File: src/sv/ssd_pkg.sv
`default_nettype none
// ----------------------------------------------------------------------------
// ssd_pkg: shared definitions for the seven-segment shift display driver
// segment codes, command codes, state type and the serializer handshake types
// ----------------------------------------------------------------------------
package ssd_pkg;

  localparam int DIGIT_COUNT_DEF = 4;

  // command codes carried on in_tuser
  localparam logic [2:0] MODE_SET_DIGIT  = 3'd0;
  localparam logic [2:0] MODE_SET_LETTER = 3'd1;
  localparam logic [2:0] MODE_SHOW_INT   = 3'd2;
  localparam logic [2:0] MODE_POINT_ON   = 3'd3;
  localparam logic [2:0] MODE_POINT_OFF  = 3'd4;
  localparam logic [2:0] MODE_BLANK_ALL  = 3'd5;
  localparam logic [2:0] MODE_REFRESH    = 3'd6;

  localparam logic [7:0] SEG_DASH  = 8'hBF;
  localparam logic [7:0] SEG_BLANK = 8'hFF;
  localparam logic [7:0] POINT_BIT = 8'h80;
  localparam logic [4:0] CODE_DASH = 5'd16;

  localparam logic [7:0] ASCII_A    = 8'h41;
  localparam logic [7:0] ASCII_F    = 8'h46;
  localparam logic [7:0] ASCII_DASH = 8'h2D;

  // reciprocal of ten for values below 43690
  localparam int RECIP_TEN = 52429;
  localparam int RECIP_SHIFT = 19;

  typedef enum logic [2:0] {
    ST_IDLE,
    ST_CONV,
    ST_SIGN,
    ST_START,
    ST_WAIT
  } ssd_state_t;

  typedef struct packed {
    logic start;
  } ssd_ser_ctrl_t;

  typedef struct packed {
    logic busy;
    logic done;
  } ssd_ser_stat_t;

  // active-low common-anode segment codes, hex digits then dash
  function automatic logic [7:0] seg_code(input logic [4:0] code);
    logic [7:0] seg;
    case (code)
      5'd0:    seg = 8'hC0;
      5'd1:    seg = 8'hF9;
      5'd2:    seg = 8'hA4;
      5'd3:    seg = 8'hB0;
      5'd4:    seg = 8'h99;
      5'd5:    seg = 8'h92;
      5'd6:    seg = 8'h82;
      5'd7:    seg = 8'hF8;
      5'd8:    seg = 8'h80;
      5'd9:    seg = 8'h90;
      5'd10:   seg = 8'h88;
      5'd11:   seg = 8'h83;
      5'd12:   seg = 8'hC6;
      5'd13:   seg = 8'hA1;
      5'd14:   seg = 8'h86;
      5'd15:   seg = 8'h8E;
      default: seg = SEG_DASH;
    endcase
    return seg;
  endfunction

endpackage
`default_nettype wire

File: src/sv/seven_segment_shift_display.sv
`default_nettype none
// ----------------------------------------------------------------------------
// seven_segment_shift_display: four-digit display driver for chained
// shift registers
// keeps one segment byte per digit and streams refresh frames bit by bit
// ----------------------------------------------------------------------------
//  channel | dir | tdata                                      | tuser      | tlast
//  in_     | in  | place, digit_code, letter, number (32 bit) | mode       | -
//  out_    | out | serial_data (8 bit, bit 0)                 | latch_pulse| last
//
//  set digit, set letter and point commands update the store without leaving idle
//  refresh and blank all send 16 x DIGIT_COUNT output beats
//  show integer first converts its places, a divide-by-ten step each, then
//  adds a minus sign if negative; the output shift register sets the beat rate
//  rst_n blanks all digits; a stall on out_tready holds the current bit
// ----------------------------------------------------------------------------
module seven_segment_shift_display #(
  parameter int DIGIT_COUNT = ssd_pkg::DIGIT_COUNT_DEF
) (
  input  wire logic        clk,
  input  wire logic        rst_n,
  input  wire logic        in_tvalid,
  output logic             in_tready,
  // place[1:0], digit_code[6:2], letter[14:7], number[29:15], zero fill
  input  wire logic [31:0] in_tdata,
  // mode[2:0]
  input  wire logic [2:0]  in_tuser,
  output logic             out_tvalid,
  input  wire logic        out_tready,
  // serial_data[0], zero fill
  output logic [7:0]       out_tdata,
  // latch_pulse[0]
  output logic             out_tuser,
  output logic             out_tlast
);

  localparam int DIGIT_W   = (DIGIT_COUNT > 1) ? $clog2(DIGIT_COUNT) : 1;
  localparam int TOP_VALUE = 10 ** DIGIT_COUNT - 1;
  localparam int LOW_VALUE = -(10 ** (DIGIT_COUNT - 1) - 1);

  // input fields
  logic [2:0]         mode;
  logic [1:0]         place;
  logic [4:0]         digit_code;
  logic [7:0]         letter;
  logic signed [14:0] number;

  assign mode       = in_tuser;
  assign place      = in_tdata[1:0];
  assign digit_code = in_tdata[6:2];
  assign letter     = in_tdata[14:7];
  assign number     = in_tdata[29:15];

  ssd_pkg::ssd_state_t state_r, state_nxt;

  logic [7:0]         store_r [DIGIT_COUNT];
  logic [13:0]        mag_r;
  logic [DIGIT_W-1:0] pos_r;
  logic               neg_r;

  logic               accept;
  logic               place_ok;
  logic signed [14:0] number_sat;
  logic [14:0]        number_neg;
  logic [13:0]        mag_in;
  logic [29:0]        prod;
  logic [13:0]        quot;
  logic [3:0]         rem;
  logic               conv_last;

  // store write strobes
  logic               wr_en;
  logic [DIGIT_W-1:0] wr_addr;
  logic [7:0]         wr_data;
  logic [7:0]         wr_mask;
  logic               blank_all;

  ssd_pkg::ssd_ser_ctrl_t ser_ctrl;
  ssd_pkg::ssd_ser_stat_t ser_stat;

  assign in_tready = (state_r == ssd_pkg::ST_IDLE);
  assign accept    = in_tvalid && in_tready;
  assign place_ok  = (32'(place) < DIGIT_COUNT);

  // saturate, then take the magnitude
  always_comb begin
    if (number > 15'(TOP_VALUE)) begin
      number_sat = 15'(TOP_VALUE);
    end else if (number < 15'(LOW_VALUE)) begin
      number_sat = 15'(LOW_VALUE);
    end else begin
      number_sat = number;
    end
    number_neg = -number_sat;
    mag_in     = number_sat[14] ? number_neg[13:0] : number_sat[13:0];
  end

  // one decimal place per cycle by reciprocal multiply
  assign prod      = mag_r * 16'(ssd_pkg::RECIP_TEN);
  assign quot      = {3'b000, prod[29:ssd_pkg::RECIP_SHIFT]};
  assign rem       = 4'(mag_r - 14'(quot * 14'd10));
  assign conv_last = (quot == '0) || (pos_r == '0);

  // next state
  always_comb begin
    state_nxt = state_r;
    unique case (state_r)
      ssd_pkg::ST_IDLE: begin
        if (accept) begin
          case (mode) inside
            ssd_pkg::MODE_SHOW_INT: state_nxt = ssd_pkg::ST_CONV;
            ssd_pkg::MODE_BLANK_ALL,
            ssd_pkg::MODE_REFRESH:  state_nxt = ssd_pkg::ST_START;
            default:                state_nxt = ssd_pkg::ST_IDLE;
          endcase
        end
      end
      ssd_pkg::ST_CONV: begin
        if (conv_last) begin
          state_nxt = (neg_r && pos_r != '0) ? ssd_pkg::ST_SIGN : ssd_pkg::ST_START;
        end
      end
      ssd_pkg::ST_SIGN:  state_nxt = ssd_pkg::ST_START;
      ssd_pkg::ST_START: state_nxt = ssd_pkg::ST_WAIT;
      ssd_pkg::ST_WAIT: begin
        if (ser_stat.done) begin
          state_nxt = ssd_pkg::ST_IDLE;
        end
      end
      default: state_nxt = ssd_pkg::ST_IDLE;
    endcase
  end

  // outputs of the state machine: store writes and serializer start
  always_comb begin
    wr_en          = 1'b0;
    wr_addr        = place[DIGIT_W-1:0];
    wr_data        = ssd_pkg::SEG_BLANK;
    wr_mask        = 8'hFF;
    blank_all      = 1'b0;
    ser_ctrl.start = 1'b0;
    unique case (state_r)
      ssd_pkg::ST_IDLE: begin
        if (accept) begin
          case (mode)
            ssd_pkg::MODE_SET_DIGIT: begin
              wr_en   = place_ok && (digit_code <= ssd_pkg::CODE_DASH);
              wr_data = ssd_pkg::seg_code(digit_code);
            end
            ssd_pkg::MODE_SET_LETTER: begin
              if (letter >= ssd_pkg::ASCII_A && letter <= ssd_pkg::ASCII_F) begin
                wr_en   = place_ok;
                wr_data = ssd_pkg::seg_code(5'(letter - ssd_pkg::ASCII_A) + 5'd10);
              end else if (letter == ssd_pkg::ASCII_DASH) begin
                wr_en   = place_ok;
                wr_data = ssd_pkg::SEG_DASH;
              end
            end
            ssd_pkg::MODE_POINT_ON: begin
              wr_en   = place_ok;
              wr_mask = ssd_pkg::POINT_BIT;
              wr_data = 8'h00;
            end
            ssd_pkg::MODE_POINT_OFF: begin
              wr_en   = place_ok;
              wr_mask = ssd_pkg::POINT_BIT;
              wr_data = ssd_pkg::POINT_BIT;
            end
            ssd_pkg::MODE_BLANK_ALL: blank_all = 1'b1;
            default: ;
          endcase
        end
      end
      ssd_pkg::ST_CONV: begin
        wr_en   = 1'b1;
        wr_addr = pos_r;
        wr_data = ssd_pkg::seg_code({1'b0, rem});
      end
      ssd_pkg::ST_SIGN: begin
        wr_en   = 1'b1;
        wr_addr = pos_r;
        wr_data = ssd_pkg::SEG_DASH;
      end
      ssd_pkg::ST_START: ser_ctrl.start = 1'b1;
      ssd_pkg::ST_WAIT:  ;
      default: ;
    endcase
  end

  always_ff @(posedge clk) begin
    if (!rst_n) begin
      state_r <= ssd_pkg::ST_IDLE;
    end else begin
      state_r <= state_nxt;
    end
  end

  // conversion registers
  always_ff @(posedge clk) begin
    if (accept) begin
      mag_r <= mag_in;
      neg_r <= number_sat[14];
      pos_r <= DIGIT_W'(DIGIT_COUNT - 1);
    end else if (state_r == ssd_pkg::ST_CONV) begin
      mag_r <= quot;
      pos_r <= pos_r - 1'b1;
    end
  end

  // segment store, the addressed entry updated under the write bit mask
  always_ff @(posedge clk) begin
    for (int i = 0; i < DIGIT_COUNT; i++) begin
      if (!rst_n || blank_all) begin
        store_r[i] <= ssd_pkg::SEG_BLANK;
      end else if (wr_en && wr_addr == DIGIT_W'(i)) begin
        store_r[i] <= (store_r[i] & ~wr_mask) | (wr_data & wr_mask);
      end
    end
  end

  logic ser_bit;

  ssd_serializer #(
    .DIGIT_COUNT (DIGIT_COUNT),
    .DIGIT_W     (DIGIT_W)
  ) u_serializer (
    .clk       (clk),
    .rst_n     (rst_n),
    .ctrl      (ser_ctrl),
    .stat      (ser_stat),
    .store     (store_r),
    .bit_valid (out_tvalid),
    .bit_ready (out_tready),
    .bit_data  (ser_bit),
    .bit_latch (out_tuser),
    .bit_last  (out_tlast)
  );

  assign out_tdata = {7'b0000000, ser_bit};

`ifndef SYNTHESIS
  // no command is taken while a refresh run is still on the output
  a_ready_idle_out: assert property (@(posedge clk) disable iff (!rst_n)
    in_tready |-> !out_tvalid)
    else $error("input ready while output run active");

  // the run ends on a latch beat
  a_last_latch: assert property (@(posedge clk) disable iff (!rst_n)
    out_tvalid && out_tlast |-> out_tuser)
    else $error("last beat without latch");

  // the run stops after its final beat
  a_last_ends: assert property (@(posedge clk) disable iff (!rst_n)
    out_tvalid && out_tready && out_tlast |=> !out_tvalid)
    else $error("output continues after last beat");

  // conversion only runs while the serializer is quiet
  a_conv_quiet: assert property (@(posedge clk) disable iff (!rst_n)
    (state_r == ssd_pkg::ST_CONV || state_r == ssd_pkg::ST_SIGN) |-> !ser_stat.busy)
    else $error("store written during serialization");
`endif

endmodule
`default_nettype wire

File: src/sv/ssd_serializer.sv
`default_nettype none
// ----------------------------------------------------------------------------
// ssd_serializer: bit-serial frame shifter
// shifts each digit frame (segment byte, then select byte) out msb first
// ----------------------------------------------------------------------------
module ssd_serializer #(
  parameter int DIGIT_COUNT = ssd_pkg::DIGIT_COUNT_DEF,
  parameter int DIGIT_W = (DIGIT_COUNT > 1) ? $clog2(DIGIT_COUNT) : 1
) (
  input  wire logic                  clk,
  input  wire logic                  rst_n,
  input  wire ssd_pkg::ssd_ser_ctrl_t ctrl,
  output ssd_pkg::ssd_ser_stat_t     stat,
  input  wire logic [7:0]            store [DIGIT_COUNT],
  output logic                       bit_valid,
  input  wire logic                  bit_ready,
  output logic                       bit_data,
  output logic                       bit_latch,
  output logic                       bit_last
);

  logic               valid_r, valid_nxt;
  logic [DIGIT_W-1:0] digit_r, digit_nxt;
  logic [3:0]         count_r, count_nxt;
  logic [15:0]        shift_r, shift_nxt;
  logic [DIGIT_W-1:0] load_idx;
  logic [15:0]        load_frame;
  logic               beat;

  assign beat      = valid_r && bit_ready;
  assign bit_valid = valid_r;
  assign bit_data  = shift_r[15];
  assign bit_latch = (count_r == 4'd15);
  assign bit_last  = bit_latch && (digit_r == DIGIT_W'(DIGIT_COUNT - 1));

  assign stat.busy = valid_r;
  assign stat.done = beat && bit_last;

  assign load_idx   = ctrl.start ? '0 : DIGIT_W'(digit_r + 1'b1);
  assign load_frame = {store[load_idx], 8'd1 << load_idx};

  always_comb begin
    valid_nxt = valid_r;
    digit_nxt = digit_r;
    count_nxt = count_r;
    shift_nxt = shift_r;
    if (ctrl.start) begin
      valid_nxt = 1'b1;
      digit_nxt = '0;
      count_nxt = '0;
      shift_nxt = load_frame;
    end else if (beat) begin
      if (bit_last) begin
        valid_nxt = 1'b0;
      end else if (bit_latch) begin
        digit_nxt = load_idx;
        count_nxt = '0;
        shift_nxt = load_frame;
      end else begin
        count_nxt = count_r + 4'd1;
        shift_nxt = {shift_r[14:0], 1'b0};
      end
    end
  end

  always_ff @(posedge clk) begin
    if (!rst_n) begin
      valid_r <= 1'b0;
      digit_r <= '0;
      count_r <= '0;
    end else begin
      valid_r <= valid_nxt;
      digit_r <= digit_nxt;
      count_r <= count_nxt;
    end
    shift_r <= shift_nxt;
  end

endmodule
`default_nettype wire
File: config.mk
export PLATFORM = sky130hd
export DESIGN_NAME = seven_segment_shift_display
export DESIGN_NICKNAME = d
export VERILOG_FILES = /design/src/sv/ssd_pkg.sv /design/src/sv/seven_segment_shift_display.sv /design/src/sv/ssd_serializer.sv
export SDC_FILE = /design/constraint.sdc
export NUM_CORES = 1
export LEC_CHECK = 0
export ABC_AREA = 1
export ABC_CLOCK_PERIOD_IN_PS = 10200
export BUFFER_PORTS_ARGS = -buffer_cell sky130_fd_sc_hd__buf_2
export CAP_MARGIN = 30
export CORE_MARGIN = 2
export CORE_UTILIZATION = 35
export DETAILED_ROUTE_END_ITERATION = 12
export SLEW_MARGIN = 40
export SYNTH_ARGS = -nofsm -noshare
export SYNTH_HDL_FRONTEND = slang
export SYNTH_SLANG_ARGS = --single-unit
File: constraint.sdc
create_clock -name clk -period 10.2 [get_ports clk]
set_input_delay 1.02 -clock clk [delete_from_list [all_inputs] [get_ports clk]]
set_output_delay 1.02 -clock clk [all_outputs]
set_load 0.1 [all_outputs]
==> out/summary.md, run 1 <==
The flow ran to the end, and the final reports show no timing, DRC or antenna violations. Data arrives at the worst endpoint at 6920 ps. The detailed router finished its first iteration with 545 violations. The total count of hold-check failures in the final report was 0. The tools report the post-layout instance area as 10100 um2. Clock skew on the completed layout was measured at 15.4 ps. Hold path endpoint: store_r[7].

The number of max-capacitance violations reported is 0. The area growth from synthesis to layout is 8.97%. The share of synthesized flip-flops with an asynchronous set or reset is 0. In this run the worst setup path begins at mag_r[8].

For this run, design rule violations remaining after detail routing come to 0. 0 antenna diodes ended up in the layout. TritonCTS built the clock tree. Type of the setup path with the least slack: register to register. The fraction of the cycle the final worst path needs came out at 0.651. Dividing the detail-routed via count by the number of cells gives 4.88. The post-synth design cell area is 9260 um2. The logs give 0 for the total of warnings raised by yosys and 0 ps for the summed negative setup slack over all endpoints. Setup repair after global routing left no endpoint under its margin. Of all cell types, the one taking the most synthesized area is ha_1. Counting along the longest clock path gives a buffer depth of 2. The commonest cells after synthesis are 311 x nand2_1, 237 x inv_1, 122 x ha_1, 104 x nand3_1, 98 x nor2_1.

Counting instances, the worst hold path has a depth of 2. The post-layout net count is 1541, and the clock sink total is 75. The wire-length estimate of the detail-placed layout is 18600 um. Sorting the synthesized cells by area gives the leading types as ha_1 16%, nand2_1 13%, fa_1 12%. In this run the post-CTS setup repair buffer count came out at 0. STA classifies the critical path startpoint as a register. The slack of the worst reg-to-reg path is 3560 ps.

The fraction of final layout cells with drive strength greater than 1 is 0.0977, and the worst slack after detailed placement is 3600 ps. The cell count after synthesis came out at 1288. Clock-pin slew was measured on the worst setup and hold paths at 60 ps. Setup violations remaining at the end of the flow were counted as 0.

The run gives 0.525 as the tightest slew margin relative to the limit. Row generation in the floorplan step produced 59 rows. Among all flip-flop cells after synthesis, the most frequent one is dfxtp_1.

In this design, the stage delay of the slowest critical-path cell is 670 ps. Most frequent cell after synthesis: nand2_1. For the post-detailed-route count of antenna-violating nets, the log shows 0. Across all setup checks in the final design, the least slack found is 3560 ps. The worst min-delay path class is register to register.

In this run the tool buffered the top-level ports with 41 buffer cells. The clock period could shrink to 6640 ps. For this block, the routed nets add up to 22000 um of wire.

The die boundary height was 167 um. Launch instance of the worst min-delay path: store_r[7]. The first-pass GRT wire length was 37600 um; the largest fanout of any net on the critical path was 9. The tree is rooted in a clkbuf_16. The detailed-route via count is 8121, and the utilization after layout is 0.388. The H-tree generated during clock tree synthesis spans 3 levels. The endpoint type of the worst setup path is a register. The number of buffers added by the clock tree synthesis step was 9; the layout filler cell count was 2784. The average cell area after synthesis was 7.19 um2; the flip-flop and latch area was 1810 um2. For the sequential fraction of the synthesis area, the log shows 0.196.

The maximum number of pins on one net before global-route repair is 29, and the number of antenna violations at the first check in global routing is 0. The die covers 27800 um2. Required time at the endpoint of the critical path: 10480 ps.

The top-area cell type share of the netlist area was 0.165; the total cell area at the placement stage was 9780 um2. The floorplan step defined a core boundary enclosing 26000 um2. Static timing analysis puts the maximum clock frequency at 151 MHz. For this design the top-level I/O count stands at 51. The number of buffers and inverters on the critical path is 8. Transition time at the pin with the least slew margin: 706 ps. Summing all multi-input logic gate instances after layout gives 6410 um2. After clock tree synthesis, the flow added hold-fix buffers numbering 0. The die span in x works out to 167 um. Grouping stages by cell kind, the critical path spends the most delay in adder cells. The slowest stage of the critical path is the fa_1 cell.

The count of TritonRoute iterations in the first routing pass came out at 5. The quantity of gates resized following cts is 0, and the average wire per standard cell is 13.2 um. The worst register-to-register path has a depth of 31. The congestion estimate from routability-driven global placement came to 0.935. The number of global-route vias before repair is 8081, and the overall global routing resource usage is 0.164.

The register bit count reported by yosys came out at 75. Counting flops with a built-in enable in the synthesized netlist gives 31. The effective utilization at floorplan was 0.356. For this run the aggregate overflow at the end of global routing stands at 0. The count of final max-slew check failures was 0.

Synthesis instantiated 54 different standard cells from the library. Beginning of the worst register-to-register path: mag_r[8]. For the worst-skew pair, the clock arrives at the later sink with an insertion delay of 340 ps.
cell usage in the layout, fill, tap and decap left out, types with 31 or more instances in the layout:
| cell type | count |
|---|---|
| inv_1 | 237 |
| buf_2 | 41 |
| edfxtp_1 | 31 |
| nor2_1 | 97 |
| o21ai_0 | 49 |
| nand3_1 | 104 |
| dfxtp_1 | 44 |
| fa_1 | 55 |
| a21oi_1 | 68 |
| ha_1 | 122 |
| nand2_1 | 311 |
area by class of cell:
class / instances / area share
Timing Repair Buffer: 41 / 0.0203
Tap cell: 335 / 0.0415
Multi-Input combinational cell: 949 / 0.635
Clock buffer: 9 / 0.0223
Inverter: 249 / 0.0939
Sequential cell: 75 / 0.180
Clock inverter: 7 / 0.00744
through the flow:
step | cells | hold slack [ps]
after detailed placement | 1649 | 454
final | 1665 | 470
after CTS | 1665 | 471
after floorplan | 1294 | 429
after global routing | 1665 | 498
after global placement | 1649 | 446
cells by family after synthesis:
group,count (synthesis),share of synthesized area
simple gates,597,0.295
buf+inv,270,0.116
flops,75,0.196
xor+xnor,7,0.00662
compound gates,161,0.103
fa+ha+maj,177,0.284
other cells,1,0.000405
layer usage:
layer  vias to the layer above  global-route usage  part of all wire
li1                       4207                   -                 -
met1                      3760               0.222              0.51
met2                       135               0.278              0.45
met3                        19              0.0209             0.029
met4                         0              0.0394             0.016
met5                         -                   0                 0
worst reg2reg max path: cells and delay by family, from the launching register on:
family,cells,cell delay (ps)
simple gates,13,1180
fa+ha+maj,9,4220
flops,1,550
buf+inv,8,550
compound gates,1,80
worst max-delay path by stage:
stage | endpoint | cells after the start
3_3_place_gp | register | 31
3_5_place_dp | register | 31
5_1_grt | register | 31
2_1_floorplan | register | 32
4_1_cts | register | 31
6_report | register | 31
Power of run 1 is not shown: default switching activity piles up to over one toggle a cycle in this logic, so the estimate is an artifact.
==> inputs of run 2 (changes only) <==
--- a/config.mk
+++ b/config.mk
@@ -6,7 +6,7 @@
 export NUM_CORES = 1
 export LEC_CHECK = 0
 export ABC_AREA = 1
-export ABC_CLOCK_PERIOD_IN_PS = 10200
+export ABC_CLOCK_PERIOD_IN_PS = 6240
 export BUFFER_PORTS_ARGS = -buffer_cell sky130_fd_sc_hd__buf_2
 export CAP_MARGIN = 30
 export CORE_MARGIN = 2
==> constraint.sdc (replaced) <==
create_clock -name clk -period 6.24 [get_ports clk]
set_input_delay 0.624 -clock clk [delete_from_list [all_inputs] [get_ports clk]]
set_output_delay 0.624 -clock clk [all_outputs]
set_load 0.1 [all_outputs]
==> out/summary.md, run 2 (synthesized netlist as in run 1, its figures left out) <==
For the post-detailed-route count of antenna-violating nets, the log shows 0. The run gives 2 as the largest buffer count on any clock path. For hold timing, the worst endpoint is store_r[31]. The worst slack after detailed placement is -49.7 ps, and the slack of the worst reg-to-reg path is 260 ps. The logs give 465 for the violation count after the first detailed-route iteration and 9 for the number of buffers added by the clock tree synthesis step. Count of TritonRoute iterations in the first routing pass: 5. TritonCTS built the clock tree. Setup violations remaining at the end of the flow were counted as 0. After filler insertion, the fill cell instance count of the layout stands at 2756.

The worst hold path begins at store_r[31]. Port buffering added 41 buffers. For this block, the routed nets add up to 22500 um of wire.

Pin placement for this block handled 51 I/O pins. Die area: 27800 um2. The tools report the floorplan row count as 59. Combined buffer and inverter count along the critical path: 8.

The die span in x is 167 um. The run gives 0 as the antenna diode count. The run gives 37700 um as the first-pass GRT wire length. From bottom edge to top edge, the die measures 167 um. Instance count along the most critical hold path: 2. Entering global routing, the biggest net connects 29 pins. The synthesis-to-finish area growth works out to 14.4%. The run finished with clean final reports. STA classifies the critical path startpoint as a register. For the remaining global-route overflow, the log shows 0.

The setup slack of the critical path after layout came out at 260 ps. At the pin with the least slew margin, the transition time is 762 ps. Number of max-capacitance violations reported: 0.

Leaving out fill and tap cells, the most frequent cell in the layout is nand2_1. The cell family contributing the most delay on the critical path is adder cells. The fraction of final layout cells with drive strength greater than 1 works out to 0.160. The overall global routing resource usage was 0.164; the number of H-tree branching levels was 3.

STA puts the critical path data required time at 6480 ps. For the utilization after layout, the log shows 0.408. In the final routed layout, each cell accounts on average for 13.3 um. The top cell types in the final layout, fill and taps aside, are 299 x nand2_1, 227 x inv_1, 111 x ha_1. The count of final max-slew check failures was 0; the tightest slew margin relative to the limit was 0.488.

The worst register-to-register path begins at mag_r[4]. Total count of hold-check failures in the final report: 0. The number of DRC violations after detailed routing was 0. The worst setup path is captured at a register. The largest fanout of any net on the critical path came out at 5. Slowest library cell on the worst path: fa_2. The floorplan step defined a core boundary enclosing 26000 um2. The min-delay analysis places its worst path in the category register to register.

After detailed routing, the number of vias per cell comes to 4.81. Based on the critical path, the design can be clocked at up to 167 MHz. The highest cell delay on the worst timing path works out to 650 ps. The tree is rooted in a clkbuf_16.

The congestion estimate from routability-driven global placement came to 0.906. The clock sink total came out at 75. The length in cells of the worst reg-to-reg path was 29; the clock transition time at the flip-flop clock pins of the worst setup and hold paths was 60 ps.

The tools report the post-layout net count as 1574. The type of the setup path with the least slack was register to register. The source-to-sink clock delay at the later pin of the worst-skew pair is 340 ps, and the number of global-route vias before repair is 7924. The HPWL after detailed placement is 18800 um. The number of antenna violations at the first check in global routing came out at 0. The run gives 0 as the cts-stage hold buffer count. For the effective utilization at floorplan, the log shows 0.356.

The detailed-route via count came out at 8169. Subtracting the final worst setup slack from the clock period gives 5980 ps. For the worst setup path, the data arrival time is 6220 ps. Across the routed clock network, the largest skew measured is 12.4 ps.

Among the stages of the critical path, the cell type that occurs most often is inv_1. The fraction of the cycle the final worst path needs was 0.958.
[run 2: worst min-delay path: cells and delay by family, from the launching register on]
| family | cells | cell delay [ps] |
|---|---|---|
| AND/OR/NAND/NOR | 2 | 100 |
| flip-flops | 1 | 330 |
[run 2: layout make-up]
class	instances	area, um2	area share
clock buffer	9	225	0.0213
clock inverter	7	56.3	0.00531
inverter	249	947	0.0894
multi-input combinational	949	6680	0.630
sequential	75	1810	0.171
tap	335	419	0.0396
timing repair buffer	74	460	0.0435
[run 2: metrics by stage]
stage                     setup TNS [ps]  cell area (um2)  hold WS (ps)  instances
after floorplan                        0             9280           429       1294
after global placement                 0             9940           444       1670
after detailed placement            -981             9940           445       1670
after CTS                              0            10300           463       1689
after global routing                -794            10600           483       1698
final                                  0            10600           462       1698
[run 2: repair_timing]
item,in CTS,in global routing
cloned,0,0
pin swaps,0,28
endpoints found under the setup margin,28,28
setup buffers,3,9
hold endpoints to repair,0,0
gates resized for setup,1,67
[run 2: how the worst max path moves through the flow]
stage	startpoint	endpoint	cells after the start
detailed placement	mag_r[12]	register	32
finish	mag_r[4]	register	29
CTS	mag_r[13]	register	30
floorplan	mag_r[12]	register	32
global placement	mag_r[12]	register	31
global route	mag_r[3]	register	30
[run 2: per-layer routing]
| layer | up-vias | track usage | share of wire |
|---|---|---|---|
| met4 | 0 | 0.0356 | 0.014 |
| met2 | 136 | 0.276 | 0.45 |
| met1 | 3738 | 0.229 | 0.50 |
| met5 | - | 0 | 0 |
| met3 | 22 | 0.0190 | 0.033 |
| li1 | 4273 | - | - |
Power of run 2 is left out for the same reason.
